## config.mk

```make
export PLATFORM = sky130hd
export DESIGN_NAME = cbz_div_cell
export DESIGN_NICKNAME = d
export VERILOG_FILES = /design/src/design/cbz_pkg.sv /design/src/design/cbz_div_cell.sv
export SDC_FILE = /design/constraint.sdc
export NUM_CORES = 1
export LEC_CHECK = 0
export BUFFER_PORTS_ARGS = -buffer_cell sky130_fd_sc_hd__buf_2
export CORE_ASPECT_RATIO = 0.8
export CORE_MARGIN = 2
export CORE_UTILIZATION = 53
export CTS_BUF_LIST = sky130_fd_sc_hd__clkbuf_16
export CTS_CLUSTER_DIAMETER = 100
export DETAILED_ROUTE_END_ITERATION = 6
export PLACE_DENSITY_LB_ADDON = 0.15
export SETUP_SLACK_MARGIN = 0.15
export SLEW_MARGIN = 0
export SYNTH_ARGS = -nofsm -noshare
export SYNTH_HDL_FRONTEND = slang
export SYNTH_SLANG_ARGS = --single-unit
```

## constraint.sdc

```tcl
create_clock -name clk -period 10.6 [get_ports clk]
set_input_delay 2.12 -clock clk [delete_from_list [all_inputs] [get_ports clk]]
set_output_delay 2.12 -clock clk [all_outputs]
set_load 0.02 [all_outputs]
```

## src/design/cbz_pkg.sv

```systemverilog
`default_nettype none

package cbz_pkg;

  localparam int NUM_REGS = 4;
  localparam int REG_IDX_W = 3;

  typedef enum logic [REG_IDX_W-1:0] {
    REG_START_POINT  = 3'd0,
    REG_START_HANDLE = 3'd1,
    REG_END_HANDLE   = 3'd2,
    REG_END_POINT    = 3'd3
  } reg_idx_t;

  // extra fraction bits carried through the horner chain
  localparam int GUARD_BITS = 8;

  // tangent components are scaled so the largest lands in [2^29, 2^30]
  localparam int NORM_BITS  = 30;
  localparam int MAG_W      = NORM_BITS + 1;
  localparam int SUM_W      = 2 * NORM_BITS + 2;
  localparam int ROOT_W     = SUM_W + 1;
  localparam int ROOT_CELLS = SUM_W / 2;

  // round half away from zero after an arithmetic right shift by s
  function automatic logic signed [63:0] rnd_haz(input logic signed [63:0] v,
                                                 input int unsigned s);
    logic [63:0] mag;
    logic [63:0] half;
    mag = v[63] ? 64'(-v) : 64'(v);
    if (s == 0) return v;
    half = 64'd1 << (s - 1);
    mag = (mag + half) >> s;
    return v[63] ? -$signed(mag) : $signed(mag);
  endfunction

endpackage

`default_nettype wire

```

## src/design/cbz_div_cell.sv

```systemverilog
`default_nettype none

module cbz_div_cell #(
  parameter int J      = 0,
  parameter int NUM_W  = 46,
  parameter int QB     = 15,
  parameter int SIDE_W = 8
) (
  input  wire logic                      clk,
  input  wire logic                      rst,
  input  wire logic                      up_valid,
  output logic                           up_ready,
  input  wire logic [2:0][NUM_W-1:0]     up_rem,
  input  wire logic [2:0][QB-1:0]        up_q,
  input  wire logic [cbz_pkg::MAG_W-1:0] up_norm,
  input  wire logic [SIDE_W-1:0]         up_side,
  output logic                           dn_valid,
  input  wire logic                      dn_ready,
  output logic [2:0][NUM_W-1:0]          dn_rem,
  output logic [2:0][QB-1:0]             dn_q,
  output logic [cbz_pkg::MAG_W-1:0]      dn_norm,
  output logic [SIDE_W-1:0]              dn_side
);
  import cbz_pkg::*;

  logic [NUM_W-1:0]       dsh;
  logic [2:0][NUM_W-1:0]  rem_next;
  logic [2:0][QB-1:0]     q_next;

  // one quotient bit for each of the three lanes
  always_comb begin
    dsh = NUM_W'(up_norm) << J;
    for (int l = 0; l < 3; l++) begin
      if (up_rem[l] >= dsh) begin
        rem_next[l] = up_rem[l] - dsh;
        q_next[l]   = up_q[l] | (QB'(1) << J);
      end else begin
        rem_next[l] = up_rem[l];
        q_next[l]   = up_q[l];
      end
    end
  end

  assign up_ready = !dn_valid || dn_ready;

  always_ff @(posedge clk) begin
    if (rst) begin
      dn_valid <= 1'b0;
    end else if (up_ready) begin
      dn_valid <= up_valid;
    end
  end

  always_ff @(posedge clk) begin
    if (up_ready) begin
      dn_rem  <= rem_next;
      dn_q    <= q_next;
      dn_norm <= up_norm;
      dn_side <= up_side;
    end
  end

endmodule

`default_nettype wire

```

==> impl_table.tex <==
\begin{tabular}{lr}
\hline
Metric & Value \\
\hline
\multicolumn{2}{l}{\textbf{Status}} \\
Result of the run & complete, no violations \\
\multicolumn{2}{l}{\textbf{Setup path}} \\
Kind of launch point of the worst setup path & primary input \\
Arrival time of data at the critical path endpoint & approximately 3200 ps \\
Critical register-to-register path startpoint & dn\_valid\$\_SDFFE\_PP0P\_ \\
Type of the worst setup path & in2out \\
CP Data Required Time & 8480 ps \\
Reg2reg setup slack & slightly above 8000 ps \\
Logic depth of the worst register-to-register path & 2 \\
Highest fanout seen on the critical path & between 60 and 70 \\
Endpoint type of the worst setup path & primary output \\
End of the worst register-to-register path & dn\_rem[82]\$\_DFFE\_PP\_ \\
\multicolumn{2}{l}{\textbf{Timing}} \\
Final setup violating endpoints & 0 \\
Slew of the pin with the lowest slew margin & 1200 ps \\
Final critical delay including setup and external delays & between 5000 and 6000 ps \\
Hold violation total from the final report & 0 \\
Number of slew-limit violations in the final report & 0 \\
Highest clock frequency the design can meet & around 0.19 GHz \\
Fin crit share & approximately 50\% \\
Total Neg Setup Slack & 0 ps \\
Clock tree skew after final layout & roughly 16 ps \\
Final WS setup & about 5200 ps \\
RSZ-0062 raised after global routing & no \\
Max-Slew Margin vs Limit & 19.81\% \\
\multicolumn{2}{l}{\textbf{Route}} \\
Total vias in the final route & 13010 \\
Antenna viol nets, final & 0 \\
Number of detailed-route iterations in the first pass & 7 \\
Initial drt markers & roughly 1200 \\
DR vias/cell & a little under 6 \\
Number of DRC violations after detailed routing & 0 \\
Total length of routed wires & between 40 and 50 mm \\
Wire per inst & 20.46 um \\
\multicolumn{2}{l}{\textbf{Logic synthesis}} \\
Post-synthesis net count & about 1700 \\
Syn Std Cell Area & between 10000 and 15000 um2 \\
Most used flip-flop cell after synthesis & edfxtp\_1 \\
Fraction of synthesized cell area taken by the top area cell type & between 40\% and 50\% \\
Count of yosys warnings during synthesis & 0 \\
Count of different cell masters after synthesis & 77 \\
Syn avg cell area & slightly above 10 um2 \\
Largest area contributor in the synthesized netlist & edfxtp\_1 \\
Cell types with the highest counts after synthesis & edfxtp\_1 (222), a21oi\_1 (159), nand2\_1 (115) \\
Number of register bits inferred by synthesis & $\sim$220 \\
Dominant cell by count in the synthesized netlist & edfxtp\_1 \\
Share of synthesized area occupied by flip-flops and latches & 46.24\% \\
Count of flip-flops with a built-in enable after synthesis & approximately 220 \\
Number of instances in the synthesized netlist & approximately 1400 \\
Dominant cells by area after synthesis & edfxtp\_1 (46\%), ha\_1 (8.0\%), a21oi\_1 (5.5\%), xnor2\_1 (4.4\%), xor2\_1 (3.2\%) \\
Async set-reset flop share out of synthesis & 0\% \\
\multicolumn{2}{l}{\textbf{Die}} \\
Die area & roughly 29000 um2 \\
Top Ports & 450 \\
Overall die width & between 150 and 200 um \\
Die Height & between 150 and 200 um \\
Core area & between 20000 and 30000 um2 \\
Row count & 54 \\
Initial standard-cell utilization of the core & a little over half \\
\multicolumn{2}{l}{\textbf{Worst hold path}} \\
Origin of the worst min-delay path & dn\_valid\$\_SDFFE\_PP0P\_ \\
Hold Path Stages & 2 \\
Min-Delay Endpoint & dn\_valid\$\_SDFFE\_PP0P\_ \\
Kind of path behind the tightest hold check & reg2reg \\
\multicolumn{2}{l}{\textbf{Global routing}} \\
Number of global-route vias before repair & around 12000 \\
Overflow after GRT & 0 \\
Overall Global Routing Usage & a little under a third \\
Number of antenna violations at the first check in global routing & 3 \\
Global-route wire length before repair & roughly 68 mm \\
Pin count of the biggest net entering global routing & between 80 and 90 \\
\multicolumn{2}{l}{\textbf{CTS}} \\
Number of buffers inserted to repair setup after CTS & 0 \\
Number of instances resized during post-cts repair & 0 \\
Library cell used as clock root buffer & clkbuf\_16 \\
Cts-stage hold buffer count & 0 \\
CTS tree & yes \\
CTS H-Tree Depth & 1 \\
CTS max path bufs & 3 \\
Sinks on Clock Net & 223 \\
TritonCTS buffer count & 24 \\
Clock latency at the later pin of the worst-skew pair & 530 ps \\
Clock-pin slew of the registers on the worst-case setup and hold paths & about 60 ps \\
\multicolumn{2}{l}{\textbf{Place}} \\
Instance area after placement & roughly 17000 um2 \\
Worst slack, placed & a little under 5000 ps \\
Routability congestion estimate & 0.9648 \\
Port-buffer cells & roughly 450 \\
Post-DP HPWL & 36.41 mm \\
\multicolumn{2}{l}{\textbf{Final layout}} \\
Area overhead of the layout relative to synthesis & 22.85\% \\
Fin area & roughly 18000 um2 \\
Share of the core filled with cells & 65.73\% \\
Share of layout cells above drive strength 1 & about 28\% \\
Total Nets Final & between 2000 and 2500 \\
\multicolumn{2}{l}{\textbf{Pwr}} \\
Clock network fraction of design power & 29.6\% \\
Internal Pwr Total & about 1.9 mW \\
PwrDens & roughly 160 nW/um2 \\
Sequential share of power & 41.2\% \\
Lkg Pwr & roughly 7.7 nW \\
Combinational share of power & roughly 29\% \\
Net Sw Power & 0.9089 mW \\
Final Power & 2.799 mW \\
Net Sw Frac & 32.47\% \\
VDD IR-drop max & 0.0001205 V \\
\multicolumn{2}{l}{\textbf{Run}} \\
Number of max-cap violations & 0 \\
\hline
\end{tabular}
[power groups by stage]
stage                     Sequential, mW  Clock [mW]  Combinational (mW)
final                               1.15       0.828               0.817
after floorplan                     1.33           0               0.362
after global routing                1.16       0.870               0.879
after CTS                           1.16       0.844               0.808
after detailed placement            1.17           0               0.803
after global placement              1.17           0               0.800
[layer usage]
| metal | routed length, um | part of all wire (%) | global-route usage [%] | vias to the layer above |
|---|---|---|---|---|
| li1 | - | - | - | 6226 |
| met1 | 20570 | 45 | 44.96 | 6049 |
| met2 | 20200 | 44 | 47.61 | 648 |
| met3 | 3725 | 8.1 | 4.560 | 85 |
| met4 | 1228 | 2.7 | 7.930 | 2 |
| met5 | 11 | 0.024 | 0 | - |
[kinds of logic (layout without fill, tap and decap cells)]
group	Yosys count	in the layout	share of synthesized area (%)
compound gates	417	417	17.83
xor+xnor	126	126	7.632
fa+ha+maj	96	96	8.462
buf+inv	108	557	3.167
flops	223	223	46.24
mux	22	22	1.765
other cells	0	2	0
simple gates	428	428	14.90
[worst max-delay path, stage by stage]
cell and delay (ps):
buf_2 80, nand2b_4 710, buf_2 300
[metrics by stage]
| step | cells | hold WS [ps] |
|---|---|---|
| after floorplan | 1420 | 2189 |
| after global placement | 2189 | 1186 |
| after detailed placement | 2189 | 1261 |
| after CTS | 2233 | 1254 |
| after global routing | 2234 | 1342 |
| final | 2235 | 1238 |
[cells in the final DEF (no fill, tap or decap), types with 14 or more instances in the layout]
cell | synthesis | final
nand3_1 | 21 | 21
or3_1 | 16 | 16
nor4_1 | 21 | 21
xor2_1 | 53 | 53
ha_1 | 93 | 93
clkbuf_16 | 0 | 24
nand2_1 | 115 | 115
o21ai_0 | 86 | 86
nor3_1 | 29 | 29
buf_2 | 17 | 449
xnor2_1 | 73 | 73
a21oi_1 | 159 | 159
nor2_1 | 107 | 107
a21o_1 | 41 | 41
edfxtp_1 | 222 | 222
mux2_2 | 16 | 16
o21bai_1 | 19 | 18
inv_1 | 60 | 64
o211ai_1 | 14 | 14
nand4_1 | 31 | 31
[area by class of cell]
| cell class | instances | area (um2) |
|---|---|---|
| Tap cell | 364 | 455.4 |
| Clock inverter | 20 | 178.9 |
| Fill cell | 2236 | 9261 |
| Inverter | 60 | 225.2 |
| Timing Repair Buffer | 453 | 2277 |
| Antenna cell | 2 | 5.005 |
| Sequential cell | 223 | 6686 |
| Clock buffer | 24 | 600.6 |
| Multi-Input combinational cell | 1089 | 7336 |
[registers in the layout, indices dropped and copies added, names as in the netlist]
register	flops
dn_side	8
dn_valid	1
dn_norm	31
dn_q	45
dn_rem	138
[how the worst max path moves through the flow]
stage	slack, ps	to	from	depth (start not counted)
floorplan	880	up_ready	dn_ready	1
global route	5140	dn_rem[136]$_DFFE_PP_	up_norm[0]	12
global placement	4950	dn_rem[47]$_DFFE_PP_	up_rem[46]	12
finish	5250	up_ready	dn_ready	3
CTS	5230	up_ready	dn_ready	3
detailed placement	4900	dn_rem[50]$_DFFE_PP_	up_rem[46]	12
Note: power is estimated with default switching activity, not from simulation.
