## src/design/cbz_pkg.sv

```systemverilog
`default_nettype none

package cbz_pkg;

  localparam int NUM_REGS = 4;
  localparam int REG_IDX_W = 3;

  typedef enum logic [REG_IDX_W-1:0] {
    REG_START_POINT  = 3'd0,
    REG_START_HANDLE = 3'd1,
    REG_END_HANDLE   = 3'd2,
    REG_END_POINT    = 3'd3
  } reg_idx_t;

  // extra fraction bits carried through the horner chain
  localparam int GUARD_BITS = 8;

  // tangent components are scaled so the largest lands in [2^29, 2^30]
  localparam int NORM_BITS  = 30;
  localparam int MAG_W      = NORM_BITS + 1;
  localparam int SUM_W      = 2 * NORM_BITS + 2;
  localparam int ROOT_W     = SUM_W + 1;
  localparam int ROOT_CELLS = SUM_W / 2;

  // round half away from zero after an arithmetic right shift by s
  function automatic logic signed [63:0] rnd_haz(input logic signed [63:0] v,
                                                 input int unsigned s);
    logic [63:0] mag;
    logic [63:0] half;
    mag = v[63] ? 64'(-v) : 64'(v);
    if (s == 0) return v;
    half = 64'd1 << (s - 1);
    mag = (mag + half) >> s;
    return v[63] ? -$signed(mag) : $signed(mag);
  endfunction

endpackage

`default_nettype wire

```

## src/design/cbz_root_cell.sv

```systemverilog
`default_nettype none

module cbz_root_cell #(
  parameter int K      = 0,
  parameter int SIDE_W = 8
) (
  input  wire logic                       clk,
  input  wire logic                       rst,
  input  wire logic                       up_valid,
  output logic                            up_ready,
  input  wire logic [cbz_pkg::SUM_W-1:0]  up_x,
  input  wire logic [cbz_pkg::ROOT_W-1:0] up_r,
  input  wire logic [SIDE_W-1:0]          up_side,
  output logic                            dn_valid,
  input  wire logic                       dn_ready,
  output logic [cbz_pkg::SUM_W-1:0]       dn_x,
  output logic [cbz_pkg::ROOT_W-1:0]      dn_r,
  output logic [SIDE_W-1:0]               dn_side
);
  import cbz_pkg::*;

  localparam logic [ROOT_W-1:0] BIT = ROOT_W'(1) << (2 * K);

  logic [ROOT_W-1:0] trial;
  logic              fire;
  logic [SUM_W-1:0]  x_next;
  logic [ROOT_W-1:0] r_next;

  // one digit of the bitwise square root
  always_comb begin
    trial  = up_r + BIT;
    fire   = {1'b0, up_x} >= trial;
    x_next = fire ? up_x - trial[SUM_W-1:0] : up_x;
    r_next = fire ? (up_r >> 1) + BIT : up_r >> 1;
  end

  assign up_ready = !dn_valid || dn_ready;

  always_ff @(posedge clk) begin
    if (rst) begin
      dn_valid <= 1'b0;
    end else if (up_ready) begin
      dn_valid <= up_valid;
    end
  end

  always_ff @(posedge clk) begin
    if (up_ready) begin
      dn_x    <= x_next;
      dn_r    <= r_next;
      dn_side <= up_side;
    end
  end

endmodule

`default_nettype wire

```

## config.mk

```make
export PLATFORM = sky130hd
export DESIGN_NAME = cbz_root_cell
export DESIGN_NICKNAME = d
export VERILOG_FILES = /design/src/design/cbz_pkg.sv /design/src/design/cbz_root_cell.sv
export SDC_FILE = /design/constraint.sdc
export NUM_CORES = 1
export LEC_CHECK = 0
export ABC_AREA = 1
export BUFFER_PORTS_ARGS = -buffer_cell sky130_fd_sc_hd__buf_2
export CAP_MARGIN = 25
export CORE_MARGIN = 10
export CORE_UTILIZATION = 45
export DETAILED_ROUTE_END_ITERATION = 7
export HOLD_SLACK_MARGIN = 0.12
export MAX_ROUTING_LAYER = met4
export PLACE_DENSITY = 0.67
export SETUP_SLACK_MARGIN = 0.3
export SYNTH_ARGS = -nofsm -noshare
export SYNTH_HDL_FRONTEND = slang
export SYNTH_SLANG_ARGS = --single-unit
```

## constraint.sdc

```tcl
create_clock -name clk -period 4.6 [get_ports clk]
set_clock_uncertainty 0.15 [all_clocks]
set_input_delay 0.46 -clock clk [delete_from_list [all_inputs] [get_ports clk]]
set_output_delay 0.46 -clock clk [all_outputs]
set_load 0.1 [all_outputs]
```

==> metrics.md, run 1 <==
| Metric | Value |
|---|---|
| Status | finished, final reports clean |
| Final WS setup | 348 ps |
| Util after Layout | between 60 and 70% |
| Largest net degree at the start of global routing | 96 |
| Core box area | 0.0314 sq mm |
| Fin. max-slew vios | 0 |
| Initial Utilization | 45.3% |
| Setup CP Type | input pin to flop |
| Nets | between 3,000 and 4,000 |
| RSZ-0062 raised after global routing | yes |
| GP Congestion | between 1 and 1.5 |
| I/O pin cnt | between 200 and 300 |
| CTS Buffer Depth | 2 |
| Initial antenna violation count | 4 |
| DR vias/cell | just over 5 |
| Routed Antenna Nets | 0 |
| CP startpoint kind | input pin |
| Layout cells sized above 1 | between 20 and 25% |
| Post-DP HPWL | 54,200 um |
| Clk slew on worst S/H paths | about 70 ps |
| First-pass GRT wire length | around 95,000 um |
| Layout fillers | ~3,100 |
| Worst R2R Setup Slack | ~2500 ps |
| Rel. slew slack | 49.3% |
| Cells after synthesis | around 2,300 |
| Yosys warns | 0 |
| Crit path DAT | approximately 4300 ps |
| Register area share after synthesis | around 28% |
| Post-placement setup slack | -280 ps |
| Hold Worst Slack | 180 ps |
| Die X | around 200 um |
| Max-capacitance violation count | 0 |
| Hold Fails Final Rpt | 0 |
| DRT Pass-1 Iters | 5 |
| Worst path max stage delay | between 300 and 400 ps |
| H-Tree Level Count | 4 |
| Wirelength, routed | approximately 64,000 um |
| Row count | 65 |
| Number of global-route vias before repair | approximately 17,000 |
| Largest cells by area after synthesis | edfxtp_1 28%, nand2_1 25%, inv_1 9.8% |
| Distinct cells, synth | 36 |
| Yosys reg bits | ~130 |
| Power per cell area | about 310 mW/mm^2 |
| Avg Cell Area, Syn | between 6 and 7 sq um |
| Area leader, netlist | edfxtp_1 |
| Clock tree sinks | between 100 and 150 |
| Peak VDD IR | roughly 0.24 mV |
| Worst path slowest cell | ha_1 |
| Post-route minimum period | around 4300 ps |
| Highest-count cells in the layout ignoring fill and taps | 953 x nand2_1, 373 x inv_1, 294 x buf_4 |
| Critical Path RT | around 4700 ps |
| Syn_nets | 2,536 |
| Most common cell after layout, fill and taps aside | nand2_1 |
| Num CTS Buffers | 17 |
| Clock latency on the worst-skew pair | between 400 and 500 ps |
| Buffers on Ports | ~270 |
| GRT Resource Usage Total | between 30% and 40% |
| Setup Viol. Count Final | 0 |
| Area growth syn-to-layout | 33.7% |
| Drt wl/cell | 19.2 um |
| Leak | 0.0106 uW |
| Die Y | 198 um |
| DRT iter0 DRCs | ~1,700 |
| Crit-path max FO | 17 |
| Worst Tran Pin Value | around 760 ps |
| CP Capture Type | flop |
| Synth top area share | between 20% and 30% |
| Fin crit share | approximately 92% |
| Hold Crit Class | input pin to flop |
| Max Freq | 235 MHz |
| Die area | a little under 0.04 sq mm |
| Grt ovf | 0 |
| Drt drc | 0 |
| Total vias in the final route | between 15,000 and 20,000 |
| Cell area after synthesis | between 0.01 and 0.015 sq mm |
| Root Driver | clkbuf_16 |
| CTS tree | built |
registers in the layout, summed over array words and instances, names as in the netlist:
name	flops
dn_side	8
dn_x	62
dn_valid	1
dn_r	63
cells in the mapped netlist (all sizes together):
| library cell | number |
|---|---|
| a21boi | 2 |
| a21oi | 56 |
| and2 | 3 |
| and3 | 2 |
| buf | 33 |
| clkbuf | 20 |
| dfxtp | 1 |
| edfxtp | 133 |
| fa | 1 |
| ha | 64 |
| inv | 375 |
| mux2i | 12 |
| nand2 | 962 |
| nand2b | 1 |
| nand3 | 227 |
| nand3b | 2 |
| nand4 | 29 |
| nor2 | 235 |
| nor3 | 33 |
| nor4 | 8 |
| o21ai | 10 |
| o21bai | 1 |
| or2 | 1 |
| xnor2 | 30 |
| xor2 | 93 |
stage by stage:
stage               setup TNS [ps]  cell area, sq um  cells  total power, uW
global route                     0             19000   3306             6170
floorplan                        0             14200   2334             3630
global placement            -22840             18200   3258             4430
CTS                              0             18900   3300             5890
detailed placement          -13720             18200   3258             4460
finish                           0             19000   3306             5920
final timing paths:
kind | start | end | cells past startpoint
worst max register to register | dn_valid$_SDFFE_PP0P_ | dn_x[18]$_DFFE_PP_ | 2
worst min-delay path | up_x[9] | dn_x[9]$_DFFE_PP_ | 3
worst min register to register | dn_valid$_SDFFE_PP0P_ | dn_side[3]$_DFFE_PP_ | 1
worst max-delay path | up_r[22] | dn_x[16]$_DFFE_PP_ | 26
layer usage:
layer  GRT usage (%)  vias up  wire (um)
met5               -        -          0
met4            13.6        0       2570
met3            5.58      114       5230
met2            52.7      773      29000
met1            40.8     7855      26800
li1                -     8376          -
cell families after synthesis:
kind of cell	share of synthesized area, %
AOI/OAI and AO/OA	2.48
xor gates and xnor gates	7.57
adders and majority gates	5.77
buffers and inverters	12.0
DFF	28.2
muxes	0.845
and+or+nand+nor	43.1
area by class of cell:
| class | count | area [sq um] | share of cell area, % |
|---|---|---|---|
| inverters | 375 | 1410 | 7.40 |
| clock inverters | 15 | 168 | 0.882 |
| multi-input cells | 1772 | 8590 | 45.2 |
| diodes | 4 | 10.0 | 0.0526 |
| clock buffers | 17 | 425 | 2.24 |
| flip-flops and latches | 134 | 4010 | 21.1 |
| repair buffers | 587 | 3900 | 20.5 |
| well taps | 402 | 503 | 2.64 |
worst max-delay path: cells and delay by family:
kind	cells	cell delay, ps
compound gates	1	180
simple gates	14	1780
buf+inv	9	1250
xor+xnor	1	230
fa+ha+maj	1	390
what timing repair did:
item	CTS	global route
buffers inserted	0	2
pin swaps	0	7
gates resized for setup	2	17
setup endpoints to repair	30	125
endpoints found under the hold margin	9	0
hold buffers	10	0
where the power goes:
| part | switching [uW] | leakage, uW | total, uW | internal [uW] |
|---|---|---|---|---|
| registers | 42.6 | 0.00141 | 1580 | 1530 |
| clock network | 619 | 0.000280 | 1430 | 810 |
| logic | 2200 | 0.00892 | 2910 | 715 |
No activity file was read; power rests on OpenSTA's default activity.
==> run 2: changes to the inputs <==
--- a/config.mk
+++ b/config.mk
@@ -8,12 +8,11 @@
 export ABC_AREA = 1
 export BUFFER_PORTS_ARGS = -buffer_cell sky130_fd_sc_hd__buf_2
 export CAP_MARGIN = 25
-export CORE_MARGIN = 10
-export CORE_UTILIZATION = 45
+export CORE_UTILIZATION = 58
 export DETAILED_ROUTE_END_ITERATION = 7
 export HOLD_SLACK_MARGIN = 0.12
 export MAX_ROUTING_LAYER = met4
-export PLACE_DENSITY = 0.67
+export PLACE_DENSITY = 0.83
 export SETUP_SLACK_MARGIN = 0.3
 export SYNTH_ARGS = -nofsm -noshare
 export SYNTH_HDL_FRONTEND = slang
==> run 2 against run 1 <==
Compared with the run above: clock power fell by 3%; via count fell by 2.6%; first-iteration DRC count rose by 24%.
==> metrics.md, run 2 (same netlist as run 1, synthesis figures left out) <==
| Metric | Value |
|---|---|
| Crit path DAT | 4220 ps (-90 ps) |
| Post-placement setup slack | 30.0 ps (+310 ps) |
| Clock tree sinks | 134 (unchanged) |
| Total vias in the final route | 16,700 (-2.6%) |
| Num CTS Buffers | 17 (unchanged) |
| DRT iter0 DRCs | 2,109 (+24%) |
| Largest net degree at the start of global routing | 85 (-11%) |
| Buffers on Ports | 271 (unchanged) |
| RSZ-0062 raised after global routing | no |
| CP startpoint kind | input pin |
| Hold Fails Final Rpt | 0 (unchanged) |
| Hold Crit Class | input pin to flop |
| Peak VDD IR | 0.253 mV (+7.5%) |
| Fin. max-slew vios | 0 (unchanged) |
| Flop pwr share | 27.9% (+1.3 points) |
| Most common cell after layout, fill and taps aside | nand2_1 |
| First-pass GRT wire length | 81,400 um (-14%) |
| Post-route minimum period | 4200 ps (-49.2 ps) |
| DR vias/cell | 5.59 (+7.9%) |
| Fin crit share | 91.4% (-1.1 points) |
| Row count | 56 (-14%) |
| Combinational share of power | 47.6% (-1.6 points) |
| Grt ovf | 0 (unchanged) |
| Leak | 0.00945 uW (-11%) |
| Die area | 0.0252 sq mm (-36%) |
| H-Tree Level Count | 4 (unchanged) |
| Max-capacitance violation count | 0 (unchanged) |
| Die Y | 159 um (-20%) |
| Root Driver | clkbuf_16 |
| Setup Viol. Count Final | 0 (unchanged) |
| Setup TNS | 0 ps (unchanged) |
| I/O pin cnt | 272 (unchanged) |
| Sw frac | 49.5% (+1.2 points) |
| Most flops, register | dn_r |
| CP Capture Type | flop |
| Clock latency on the worst-skew pair | 430 ps (about the same) |
| GP Congestion | 1.17 (+6.8%) |
| NetSw | 2800 uW (-2.0%) |
| Wirelength, routed | 54,700 um (-14%) |
| Number of global-route vias before repair | 15,100 (-8.8%) |
| Max Freq | 238 MHz (+1.2%) |
| Highest-count cells in the layout ignoring fill and taps | 953 x nand2_1, 373 x inv_1, 271 x buf_2 |
| Nets | 2,852 (-7.7%) |
| CTS Buffer Depth | 2 (unchanged) |
| Layout cells sized above 1 | 15.1% (-6.9 points) |
| Status | finished, final reports clean |
| Initial Utilization | 59.9% (+15 points) |
| Max FFs per register | 63 (unchanged) |
| Largest regs | dn_r: 63 flops, dn_x: 62 flops, dn_side: 8 flops |
| Final WS setup | 397 ps (+49.2 ps) |
| Post-DP HPWL | 44,200 um (-18%) |
| Critical Path RT | 4620 ps (-40 ps) |
| Drt wl/cell | 18.3 um (-4.8%) |
| Routed Antenna Nets | 0 (unchanged) |
| Setup CP Type | input pin to flop |
| Area growth syn-to-layout | 20.0% |
| Pint | 2860 uW (-6.5%) |
| Worst Tran Pin Value | 746 ps (-14.0 ps) |
| GRT Resource Usage Total | 44.9% (+12 points) |
| Clk slew on worst S/H paths | 80 ps (about the same) |
| Drt drc | 0 (unchanged) |
| Rel. slew slack | 50.3% (+0.93 points) |
| Power per cell area | 332 mW/mm^2 (+6.6%) |
| Core box area | 0.0238 sq mm (-24%) |
| Crit-path max FO | 11 (-6) |
| DRT Pass-1 Iters | 8 (+3) |
| Initial antenna violation count | 2 (-2) |
| CTS tree | built |
| Clock network fraction of design power | 24.6% (+0.4 points) |
| Die X | 159 um (-20%) |
## run 2: power groups by stage
stage / logic, uW / registers [uW] / clock network [uW]
after floorplan: 909 / 2720 / 0
after global placement: 2580 / 1600 / 0
after detailed placement: 2610 / 1600 / 0
after CTS: 2620 / 1580 / 1380
after global routing: 2850 / 1590 / 1430
final: 2690 / 1580 / 1390
## run 2: area by class of cell
type,instances,area (sq um)
Antenna cell,2,5.00
Multi-Input combinational cell,1772,8600
Timing Repair Buffer,350,2080
Clock buffer,17,425
Inverter,375,1410
Clock inverter,15,144
Sequential cell,134,4010
Fill cell,2135,6680
Tap cell,319,399
## run 2: per-stage QoR
stage / hold WS [ps] / std cells / cell area (sq um) / total power, uW / utilization (%)
final: 192 / 2984 / 17100 / 5660 / 71.9
after global routing: 183 / 2984 / 17100 / 5870 / 71.9
after CTS: 194 / 2979 / 16900 / 5580 / 71.3
after detailed placement: 467 / 2937 / 16300 / 4210 / 68.5
after global placement: 463 / 2937 / 16300 / 4180 / 68.5
after floorplan: 379 / 2334 / 14200 / 3630 / -
## run 2: final timing paths
| path | slack [ps] | start | to | depth (start not counted) |
|---|---|---|---|---|
| worst min register to register | 970 | dn_valid$_SDFFE_PP0P_ | dn_side[7]$_DFFE_PP_ | 1 |
| worst min-delay path | 190 | up_x[10] | dn_x[10]$_DFFE_PP_ | 3 |
| worst max-delay path | 400 | up_r[3] | dn_x[27]$_DFFE_PP_ | 22 |
| worst max register to register | 2570 | dn_valid$_SDFFE_PP0P_ | dn_r[27]$_DFFE_PP_ | 2 |
## run 2: layer usage
metal	GRT usage, %	share of wire (%)	up-vias
met4	23.9	6.2	0
met2	69.2	44	1150
met5	-	0	-
met1	55.3	38	7400
li1	-	-	7915
met3	9.20	12	209
## run 2: timing repair
item                       4_1_cts  5_1_grt
hold endpoints to repair         9        0
setup buffers                    0        2
setup endpoints to repair        0      125
hold buffers                    10        0
gates resized for setup          0       21
## run 2: critical path, cell delays in order
cell and delay [ps]:
buf_2 170, nand2_2 90, nor2_1 170, nand2_1 100, nor2_1 170, nand2_1 230, nor2_2 210, nand2_1 100
nor2_1 190, xnor2_1 290, ha_2 430, nand2_1 70, nand2_1 80, a21oi_1 210, o21ai_0 220, a21oi_1 230
nand2_1 120, nand2_4 130, nand2_8 120, buf_4 160, nand2_1 110, nand2_1 130
